`src/hdl/mft_pkg.sv`:
```
// Shared constants and types for the motor feedback multi-turn tracker.
`default_nettype none
package mft_pkg;

  localparam int DEFAULT_NUM_MOTORS = 4;
  localparam int MOTOR_IDX_W = 3;  // wide enough for the largest supported motor count
  localparam int QUEUE_DEPTH = 2;

  localparam logic [10:0] BASE_ID_RESET = 11'd513;

  localparam logic [16:0] JUMP_LIMIT = 17'd4096;
  localparam logic [15:0] HIGH_ZONE = 16'd6500;
  localparam logic [15:0] LOW_ZONE = 16'd1000;

  localparam logic signed [15:0] TURN_MIN = 16'sh8000;
  localparam logic signed [15:0] TURN_MAX = 16'sh7FFF;

  localparam logic signed [30:0] POS_MAX = 31'sd268410879;
  localparam logic signed [30:0] POS_MIN = -31'sd268410879;

  localparam logic OP_FEEDBACK = 1'b0;
  localparam logic OP_CAPTURE = 1'b1;

  // One classified item held between the front and the back.
  typedef struct packed {
    logic                   capture;
    logic [MOTOR_IDX_W-1:0] idx;
    logic [15:0]            angle;
    logic [15:0]            speed;
    logic [15:0]            current;
  } mft_item_t;

endpackage
`default_nettype wire

```
`src/hdl/motor_feedback_multiturn_tracker.sv`:
```
// Top level: multi-turn position tracker for motors reporting over CAN feedback frames.
// Throughput is one item per cycle; in_ready drops only when the two-entry queue is full.
// A frame's result passes through the queue, then the state update into stage A, then
// the position add and saturation into the output register.
// Items that match no motor, and capture-zero commands, produce no result.
// Synchronous active-high reset sets base_id to 513 and clears all angles, turns and offsets.
`default_nettype none
module motor_feedback_multiturn_tracker import mft_pkg::*; #(
  parameter int NUM_MOTORS = DEFAULT_NUM_MOTORS
) (
  input  wire logic        clk,
  input  wire logic        rst,
  input  wire logic        cfg_write,
  input  wire logic [10:0] cfg_data,
  input  wire logic        in_valid,
  output logic             in_ready,
  input  wire logic        operation,
  input  wire logic [10:0] frame_id,
  input  wire logic [15:0] angle_word,
  input  wire logic [15:0] speed_word,
  input  wire logic [15:0] current_word,
  output logic             out_valid,
  input  wire logic        out_ready,
  output logic [1:0]       motor_index,
  output logic signed [15:0] turns,
  output logic signed [28:0] position,
  output logic [15:0]      speed_out,
  output logic [15:0]      current_out
);

  // The front end classifies each accepted item. Frames for unknown identifiers are
  // dropped right there, so they never occupy the queue.
  logic      push;
  mft_item_t push_item;
  logic      q_full;

  // The back end drains the queue in order, so a capture always sees the angles
  // left by every frame accepted before it.
  logic      q_pop;
  logic      q_not_empty;
  mft_item_t q_head;

  mft_front #(
    .NUM_MOTORS(NUM_MOTORS)
  ) u_front (
    .clk         (clk),
    .rst         (rst),
    .cfg_write   (cfg_write),
    .cfg_data    (cfg_data),
    .in_valid    (in_valid),
    .in_ready    (in_ready),
    .operation   (operation),
    .frame_id    (frame_id),
    .angle_word  (angle_word),
    .speed_word  (speed_word),
    .current_word(current_word),
    .q_full      (q_full),
    .push        (push),
    .item        (push_item)
  );

  mft_queue u_queue (
    .clk      (clk),
    .rst      (rst),
    .push     (push),
    .push_item(push_item),
    .full     (q_full),
    .pop      (q_pop),
    .not_empty(q_not_empty),
    .head     (q_head)
  );

  // Two registered stages in the back end: state update, then the position sum.
  // The output register holds a result until it is taken; a full stage A then waits too.
  mft_back #(
    .NUM_MOTORS(NUM_MOTORS)
  ) u_back (
    .clk        (clk),
    .rst        (rst),
    .q_not_empty(q_not_empty),
    .q_head     (q_head),
    .q_pop      (q_pop),
    .out_valid  (out_valid),
    .out_ready  (out_ready),
    .motor_index(motor_index),
    .turns      (turns),
    .position   (position),
    .speed_out  (speed_out),
    .current_out(current_out)
  );

endmodule
`default_nettype wire

```
`src/hdl/mft_front.sv`:
```
// Front end: holds base_id, accepts items and keeps only those that do work.
`default_nettype none
module mft_front import mft_pkg::*; #(
  parameter int NUM_MOTORS = DEFAULT_NUM_MOTORS
) (
  input  wire logic        clk,
  input  wire logic        rst,
  input  wire logic        cfg_write,
  input  wire logic [10:0] cfg_data,
  input  wire logic        in_valid,
  output logic             in_ready,
  input  wire logic        operation,
  input  wire logic [10:0] frame_id,
  input  wire logic [15:0] angle_word,
  input  wire logic [15:0] speed_word,
  input  wire logic [15:0] current_word,
  input  wire logic        q_full,
  output logic             push,
  output mft_item_t        item
);

  localparam logic [10:0] NUM_ID = 11'(NUM_MOTORS);

  logic [10:0] base_id;
  logic [10:0] id_delta;
  logic        id_match;

  always_ff @(posedge clk) begin
    if (rst) begin
      base_id <= BASE_ID_RESET;
    end else if (cfg_write) begin
      base_id <= cfg_data;
    end
  end

  // Identifiers do not wrap: the frame must lie at or above base_id.
  assign id_delta = frame_id - base_id;
  assign id_match = (frame_id >= base_id) && (id_delta < NUM_ID);

  assign in_ready = !q_full;
  assign push = in_valid && in_ready && ((operation == OP_CAPTURE) || id_match);

  always_comb begin
    item.capture = (operation == OP_CAPTURE);
    item.idx     = id_delta[MOTOR_IDX_W-1:0];
    item.angle   = angle_word;
    item.speed   = speed_word;
    item.current = current_word;
  end

endmodule
`default_nettype wire

```
`src/hdl/mft_queue.sv`:
```
// Two-entry queue that decouples the front end from the back end.
`default_nettype none
module mft_queue import mft_pkg::*; (
  input  wire logic      clk,
  input  wire logic      rst,
  input  wire logic      push,
  input  wire mft_item_t push_item,
  output logic           full,
  input  wire logic      pop,
  output logic           not_empty,
  output mft_item_t      head
);

  mft_item_t  slots [QUEUE_DEPTH];
  logic       wr_ptr;
  logic       rd_ptr;
  logic [1:0] count;

  assign full = (count == 2'(QUEUE_DEPTH));
  assign not_empty = (count != 2'd0);
  assign head = slots[rd_ptr];

  always_ff @(posedge clk) begin
    if (push) begin
      slots[wr_ptr] <= push_item;
    end
  end

  always_ff @(posedge clk) begin
    if (rst) begin
      wr_ptr <= 1'b0;
      rd_ptr <= 1'b0;
      count  <= 2'd0;
    end else begin
      if (push) begin
        wr_ptr <= ~wr_ptr;
      end
      if (pop) begin
        rd_ptr <= ~rd_ptr;
      end
      count <= count + {1'b0, push} - {1'b0, pop};
    end
  end

endmodule
`default_nettype wire

```
`src/hdl/mft_back.sv`:
```
// Back end: per-motor state update, then position arithmetic into the output register.
`default_nettype none
module mft_back import mft_pkg::*; #(
  parameter int NUM_MOTORS = DEFAULT_NUM_MOTORS
) (
  input  wire logic               clk,
  input  wire logic               rst,
  input  wire logic               q_not_empty,
  input  wire mft_item_t          q_head,
  output logic                    q_pop,
  output logic                    out_valid,
  input  wire logic               out_ready,
  output logic [1:0]              motor_index,
  output logic signed [15:0]      turns,
  output logic signed [28:0]      position,
  output logic [15:0]             speed_out,
  output logic [15:0]             current_out
);

  localparam int IDX_W = (NUM_MOTORS > 1) ? $clog2(NUM_MOTORS) : 1;

  logic [15:0]        angle_prev  [NUM_MOTORS];
  logic signed [15:0] turn_count  [NUM_MOTORS];
  logic [15:0]        zero_offset [NUM_MOTORS];

  // Stage A holds the updated motor state, stage B is the output register.
  logic               a_valid;
  logic [MOTOR_IDX_W-1:0] a_idx;
  logic signed [15:0] a_turns;
  logic [15:0]        a_angle;
  logic [15:0]        a_offset;
  logic [15:0]        a_speed;
  logic [15:0]        a_current;

  logic a_ready;
  logic b_ready;
  logic pop_frame;
  logic pop_capture;

  logic [IDX_W-1:0]   m;
  logic [15:0]        old_angle;
  logic [16:0]        diff;
  logic [16:0]        mag;
  logic               jump;
  logic               step_back;
  logic               step_fwd;
  logic signed [15:0] cur_turns;
  logic signed [15:0] new_turns;

  logic signed [30:0] t_ext;
  logic signed [30:0] pos_raw;
  logic signed [30:0] pos_sat;

  assign b_ready = !out_valid || out_ready;
  assign a_ready = !a_valid || b_ready;

  // A capture needs no output slot; a frame waits until stage A can take it.
  assign pop_capture = q_not_empty && q_head.capture;
  assign pop_frame = q_not_empty && !q_head.capture && a_ready;
  assign q_pop = pop_capture || pop_frame;

  assign m = q_head.idx[IDX_W-1:0];
  assign old_angle = angle_prev[m];
  assign cur_turns = turn_count[m];
  assign diff = {1'b0, q_head.angle} - {1'b0, old_angle};
  assign mag = diff[16] ? (17'd0 - diff) : diff;
  assign jump = (mag > JUMP_LIMIT);
  assign step_back = jump && (q_head.angle >= HIGH_ZONE) && (old_angle <= LOW_ZONE);
  assign step_fwd = jump && !step_back && (q_head.angle <= LOW_ZONE) &&
                    (old_angle >= HIGH_ZONE);

  always_comb begin
    new_turns = cur_turns;
    if (step_back && (cur_turns != TURN_MIN)) begin
      new_turns = cur_turns - 16'sd1;
    end else if (step_fwd && (cur_turns != TURN_MAX)) begin
      new_turns = cur_turns + 16'sd1;
    end
  end

  always_ff @(posedge clk) begin
    if (rst) begin
      for (int k = 0; k < NUM_MOTORS; k++) begin
        angle_prev[k]  <= 16'd0;
        turn_count[k]  <= 16'sd0;
        zero_offset[k] <= 16'd0;
      end
    end else if (pop_capture) begin
      for (int k = 0; k < NUM_MOTORS; k++) begin
        zero_offset[k] <= angle_prev[k];
      end
    end else if (pop_frame) begin
      angle_prev[m] <= q_head.angle;
      turn_count[m] <= new_turns;
    end
  end

  always_ff @(posedge clk) begin
    if (rst) begin
      a_valid <= 1'b0;
    end else if (pop_frame) begin
      a_valid <= 1'b1;
    end else if (b_ready) begin
      a_valid <= 1'b0;
    end
  end

  always_ff @(posedge clk) begin
    if (pop_frame) begin
      a_idx     <= q_head.idx;
      a_turns   <= new_turns;
      a_angle   <= q_head.angle;
      a_offset  <= zero_offset[m];
      a_speed   <= q_head.speed;
      a_current <= q_head.current;
    end
  end

  // 8191 * turns is formed as turns * 8192 - turns.
  assign t_ext = 31'(a_turns);
  assign pos_raw = (t_ext <<< 13) - t_ext + $signed({15'd0, a_angle}) -
                   $signed({15'd0, a_offset});

  always_comb begin
    pos_sat = pos_raw;
    if (pos_raw > POS_MAX) begin
      pos_sat = POS_MAX;
    end else if (pos_raw < POS_MIN) begin
      pos_sat = POS_MIN;
    end
  end

  always_ff @(posedge clk) begin
    if (rst) begin
      out_valid <= 1'b0;
    end else if (b_ready) begin
      out_valid <= a_valid;
    end
  end

  always_ff @(posedge clk) begin
    if (b_ready && a_valid) begin
      motor_index <= a_idx[1:0];
      turns       <= a_turns;
      position    <= pos_sat[28:0];
      speed_out   <= a_speed;
      current_out <= a_current;
    end
  end

endmodule
`default_nettype wire

```
`config.mk`:
```
export PLATFORM = sky130hd
export DESIGN_NAME = motor_feedback_multiturn_tracker
export DESIGN_NICKNAME = d
export VERILOG_FILES = /design/src/hdl/mft_pkg.sv /design/src/hdl/motor_feedback_multiturn_tracker.sv /design/src/hdl/mft_front.sv /design/src/hdl/mft_queue.sv /design/src/hdl/mft_back.sv
export SDC_FILE = /design/constraint.sdc
export NUM_CORES = 1
export LEC_CHECK = 0
export BUFFER_PORTS_ARGS = -buffer_cell sky130_fd_sc_hd__buf_4
export CAP_MARGIN = 25
export CORE_MARGIN = 4
export CORE_UTILIZATION = 45
export DETAILED_ROUTE_END_ITERATION = 16
export MAX_ROUTING_LAYER = met4
export PLACE_DENSITY = 0.68
export SETUP_SLACK_MARGIN = 0.15
export SLEW_MARGIN = 20
export SYNTH_ARGS = -nofsm -noshare
export SYNTH_HDL_FRONTEND = slang
export SYNTH_SLANG_ARGS = --single-unit
export TNS_END_PERCENT = 50
```
`constraint.sdc`:
```
create_clock -name clk -period 9.7 [get_ports clk]
set_clock_uncertainty 0.15 [all_clocks]
set_input_delay 1.94 -clock clk [delete_from_list [all_inputs] [get_ports clk]]
set_output_delay 1.94 -clock clk [all_outputs]
set_load 0.03 [all_outputs]
```
# --- Word level (Yosys, flattened, before mapping) ---
# Memory sizes are Yosys's and may differ from the RTL's. A register that Yosys moved wholly into a read port is not among the register bits.
# Index checks and enable logic that the tools add are counted.
classes:
  addsub: 10
  n_lt_le_gt_ge: 9
  n_eq_ne: 3
  mux: 29
  bitwise_logic: 6
  n_reduce_logical: 28
op_table:
  columns: ["operator", "n"]
  rows:
  - ["$mux 16", 8]
  - ["$ge 16x13->1 const B", 2]
  - ["$le 16x10->1 const B", 2]
  - ["$ne 16x16->1 const B", 2]
  - ["$reduce_or 16->1", 2]
  - ["$add 31x17->31", 1]
  - ["$gt 31x29->1 const B", 1]
  - ["$lt 31x29->1 const B", 1]
  - ["$sub 31x17->31", 1]
  - ["$sub 29x16->30", 1]
  - ["$mux 29", 1]
  - ["$gt 17x13->1 const B", 1]
  - ["$mux 1", 17]
  - ["$mux 17", 1]
  - ["$sub 1x17->17 const A", 1]
  - ["$sub 16x16->17", 1]
  - ["$add 16x2->16 const B", 1]
  - ["$sub 16x2->16 const B", 1]
  - ["$logic_and 1x1->1", 14]
  - ["$ge 11x11->1", 1]
  - ["$lt 11x3->1 const B", 1]
  - ["$sub 11x11->11", 1]
  - ["$logic_not 1->1", 5]
  - ["$logic_or 1x1->1", 4]
  - ["other kinds (8)", 14]
word_totals:
  regBits: 162
  mem_bits_rw: 296
  input_bits: 76
  mem_count: 4
mem_list:
  columns: ["name", "words", "word_bits", "read_ports", "rd_ports_with_merged_regs", "write_ports", "line", "source"]
  rows:
  - ["u_queue.slots", 2, 52, 1, 1, 1, "mft_queue.sv:14", "mft_item_t slots [QUEUE_DEPTH];"]
  - ["u_back.angle_prev", 4, 16, 5, 0, 4, "mft_back.sv:22", "logic [15:0] angle_prev [NUM_MOTORS];"]
  - ["u_back.turn_count", 4, 16, 1, 0, 4, "mft_back.sv:23", "logic signed [15:0] turn_count [NUM_MOTORS];"]
  - ["u_back.zero_offset", 4, 16, 1, 1, 4, "mft_back.sv:24", "logic [15:0] zero_offset [NUM_MOTORS];"]

# --- Depth between registers and ports, before layout ---
# An unclocked memory read counts as a cell.
logic_depth:
  word_depth: 15
  mapped_depth: 29
  depth_no_buf: 28

# --- Hierarchy ---
# From an unflattened synthesis, not the netlist that was laid out.
unflattened:
  hier_cells: 1701
  area_unflattened_um2: 23662.7
by_module_without_submodules:
  columns: ["module", "n_inst", "cells_per_inst", "area_each_um2", "seq_area_each_um2"]
  rows:
  - ["mft_back", 1, 1339, 18066.1, 10640.2]
  - ["mft_queue", 1, 183, 4226.6, 3223.1]
  - ["mft_front", 1, 179, 1370.1, 220.2]

# --- Worst setup path after synthesis ---
# Ideal clock, no wire load.
synth_timing:
  path_kind: "in2reg"
  start: "in out_ready"
  end: "mem u_back.angle_prev[0][0], enable pin"
  setup_time_ps: 389
  arrival_time_ps: 7694
  required_ps: 9161
  slack_ps: 1467
  path_stages: 9
  path_buffers: 1
  cell_sequence: "nor2b_1 -> nand2_1 -> o21ai_0 -> nor2_1 -> nand2_1 -> nor2_1 -> nand2_1 -> clkbuf_1 -> nand2_1"
synth_rtl:
  columns: ["element", "line", "source"]
  rows:
  - ["from (decl)", "motor_feedback_multiturn_tracker.sv:23", "input wire logic out_ready,"]
  - ["to (decl)", "mft_back.sv:22", null]

==> run_results.csv <==
group,metric,value,unit
outcome,status,"finished clean",
detailed_routing,detail-route-antenna-nets,0,
synthesis,synth.most_common_cell,"edfxtp_1",
timing,drv_slew,0,
detailed_routing,drc,0,
timing,post-route-min-period,6780,ps
synthesis,syn-cell-area,23800,um2
clock_tree,cts_tree,"done",
detailed_routing,avgViaCountPerCell,5.49,
synthesis,synth_edf_count,455,
synthesis,synthesis.nets,2205,
synthesis,synthCells,2036,
die,start_util,0.454,
detailed_routing,vias,16100,
clock_tree,cts_hold_buf,0,
layout,syn_to_final_growth,15.6,%
clock_tree,clk_latency,630,ps
synthesis,yosysSeqAreaShare,0.588,
clock_tree,clockBufferDepth,3,
grt,grt_max_degree,68,
synthesis,async_reset_ff_frac,0,
synthesis,netlist_top_cells_area,"edfxtp_1, ha_1, nand2_1, nor2_1, xnor2_1",
setup_path,timing.rr.start,"u_queue.slots[0][48]$_DFFE_PP_",
die,coreArea,52400,um2
setup_path,crit_arrival,6970,ps
clock_tree,path_clk_slew,60,ps
clock_tree,cts_resized,0,
clock_tree,cts.sinks,473,
layout,post-route-util,0.526,
clock_tree,cts_root_buf,"clkbuf_16",
clock_tree,post_cts_buffers,0,
timing,slew_headroom,0.387,
worst_hold_path,min_delay_path_depth,0,
layout,fill_cells,4475,
clock_tree,h-tree-depth,2,
worst_hold_path,hold_path_startpoint,"u_back.a_speed[9]$_DFFE_PP_",
detailed_routing,first_pass_iters,5,
timing,setup_tns,0,ps
detailed_routing,wirelength,56.1,mm
layout,n_antenna_cell,0,
timing,finalSetupViolCount,0,
worst_hold_path,hold_path_end,"u_back.speed_out[9]$_DFFE_PP_",
grt,grt_pass1_vias,16100,
setup_path,critPathCaptureType,"flop",
setup_path,critical-path-slowest-cell,"o41ai_2",
layout,layout-drive-gt1-share,0.164,
grt,grt_overflow,0,
grt,antenna_found_initial,0,
setup_path,worst_r2r_endpoint,"u_back.a_turns[5]$_DFFE_PP_",
synthesis,synth_common_cells,"edfxtp_1, nand2_1, nor2_1",
setup_path,critPathLaunch,"u_queue.slots[0][48]$_DFFE_PP_",
synthesis,syn_avg_cell_area,11.7,um2
timing,rsz0062_at_grt,"no",
die,die_h,238,um
timing,hold_violations,0,
die,rows,84,
synthesis,synthDistinctLibCells,101,
timing,fmax,0.147,GHz
layout,nNetsFinal,2380,
synthesis,yosysTopAreaCell,"edfxtp_1",
placed_design,place_area,25900,um2
detailed_routing,drtIter0Drc,1485,
setup_path,cpPeakStageDelay,590,ps
placed_design,hpwlAfterDp,38.6,mm
placed_design,routabilityCongestion,0.917,
setup_path,r2r_slack,2920,ps
setup_path,setup.worst_path.class,"reg -> reg",
setup_path,start_kind,"flop",
grt,grt_util_all_layers,0.202,
run,cap_viol_max_count,0,
die,dieArea,56700,um2
synthesis,synth_seq_cells,473,
placed_design,post-place-ws,2680,ps
setup_path,cp.required,9880,ps
timing,fin_crit_sh,0.699,
grt,grt_pass1_wl,88.8,mm
placed_design,place.port_buffers,156,
detailed_routing,wire_per_inst,19.1,um
die,ioPinCount,157,
setup_path,cp_cell_sequence,"mux2i_4 > inv_1 > buf_4 > and3_1 > a31oi_1 > inv_1 > ha_1 > a21o_1 > a21o_1 > nand2_1 > nand2b_1 > a21o_1 > a221o_1 > o41ai_2 > o31ai_1 > xnor2_1 > a32o_1 > nor2_1 > or3_1 > a32oi_2 > inv_1",
synthesis,synth_flop_cell,"edfxtp_1",
timing,setup_slack,2920,ps
die,die_w,238,um
worst_hold_path,holdCritPathClass,"reg -> reg",
clock_tree,cts_buffers,50,
timing,worst_slew_pin_slew,920,ps
setup_path,cp_max_fo,27,
synthesis,ys_warn_count,0,
layout,design_area,27600,um2
synthesis,synth_top_area_share,0.573,
setup_path,ff2ff_path_depth,21,
[registers in the layout, summed over array words and instances, names as in the netlist, 11 cells and up, named ones only]
register	cells
u_back.position	29
u_queue.slots	102
u_back.a_current	16
u_back.a_angle	16
u_back.a_offset	16
u_back.speed_out	16
u_front.base_id	11
u_back.zero_offset	64
u_back.a_turns	16
u_back.a_speed	16
u_back.angle_prev	64
u_back.turns	16
u_back.current_out	16
u_back.turn_count	64
[cell families (layout without fill, tap and decap cells)]
logic type | Yosys count | in the layout | synth area share
simple gates | 745 | 745 | 0.148
flops | 473 | 473 | 0.588
compound gates | 349 | 349 | 0.101
buf+inv | 199 | 413 | 0.0333
fa+ha+maj | 96 | 96 | 0.0559
xor+xnor | 87 | 87 | 0.0335
mux | 87 | 87 | 0.0397
[how the worst max path moves through the flow]
| stage | cells past startpoint | slack (ps) | to |
|---|---|---|---|
| CTS | 20 | 2630 | u_back.position[0]$_SDFFCE_PP1P_ |
| finish | 21 | 2920 | u_back.a_turns[5]$_DFFE_PP_ |
| global placement | 17 | 2980 | u_back.position[0]$_SDFFCE_PP1P_ |
| global route | 18 | 2460 | u_back.turn_count[0][1]$_SDFFCE_PN0P_ |
| detailed placement | 20 | 2680 | u_back.position[0]$_SDFFCE_PP1P_ |
| floorplan | 9 | 1470 | u_back.angle_prev[0][0]$_SDFFCE_PN0P_ |
[stage by stage]
| step | std cells | hold slack, ps |
|---|---|---|
| after CTS | 2938 | 235 |
| after global routing | 2938 | 241 |
| final | 2938 | 243 |
| after detailed placement | 2847 | 255 |
| after floorplan | 2036 | 250 |
| after global placement | 2845 | 251 |
[cell type report]
| class | instances | area, um2 | share of cell area |
|---|---|---|---|
| Multi-Input combinational cell | 1364 | 9080 | 0.329 |
| Tap cell | 688 | 861 | 0.0312 |
| Clock inverter | 37 | 370 | 0.0134 |
| Timing Repair Buffer | 192 | 1470 | 0.0532 |
| Clock buffer | 54 | 1270 | 0.0459 |
| Sequential cell | 473 | 14000 | 0.509 |
| Inverter | 130 | 492 | 0.0178 |
[per-layer routing]
| layer | track usage | wire length (um) | vias to the layer above |
|---|---|---|---|
| li1 | - | - | 7714 |
| met1 | 0.261 | 24200 | 7896 |
| met2 | 0.341 | 27800 | 449 |
| met3 | 0.0244 | 2770 | 83 |
| met4 | 0.0507 | 1310 | 0 |
| met5 | - | 0 | - |
[worst max-delay path: cells and delay by family, from the launching register on]
kind / cells / cell delay (ps)
flops: 1 / 530
compound gates: 9 / 2960
simple gates: 5 / 910
xor+xnor: 1 / 410
mux: 1 / 220
fa+ha+maj: 1 / 420
buf+inv: 4 / 930
[layout by cell type, fill, tap and decap left out, drive strengths merged, types with 6 or more instances in the layout]
| cell | Yosys | final |
|---|---|---|
| o22ai | 9 | 9 |
| dfxtp | 18 | 18 |
| nand3b | 7 | 7 |
| mux2 | 34 | 34 |
| or4 | 9 | 9 |
| a21o | 22 | 22 |
| xnor2 | 59 | 59 |
| mux2i | 53 | 53 |
| nand3 | 44 | 44 |
| a31oi | 42 | 42 |
| nor4 | 11 | 11 |
| fa | 18 | 18 |
| or3 | 15 | 15 |
| nand2b | 15 | 15 |
| nand4 | 13 | 13 |
| a21boi | 14 | 14 |
| and3 | 36 | 36 |
| o31ai | 6 | 6 |
| clkbuf | 48 | 54 |
| a211oi | 17 | 17 |
| inv | 127 | 129 |
| edfxtp | 455 | 455 |
| nor2b | 30 | 30 |
| o21a | 12 | 12 |
| nand2 | 224 | 224 |
| or2 | 14 | 14 |
| nor3 | 25 | 25 |
| xor2 | 27 | 27 |
| o211ai | 12 | 12 |
| a211o | 8 | 8 |
| a21oi | 87 | 87 |
| ha | 75 | 75 |
| nor2 | 222 | 222 |
| o21bai | 12 | 12 |
| and2 | 69 | 69 |
| o21ai | 59 | 59 |
| buf | 21 | 192 |
| clkinv | 3 | 30 |
Power is left out: the tool's default activity adds up to more than one toggle a clock period on the data nets, which glitch-free logic cannot reach.
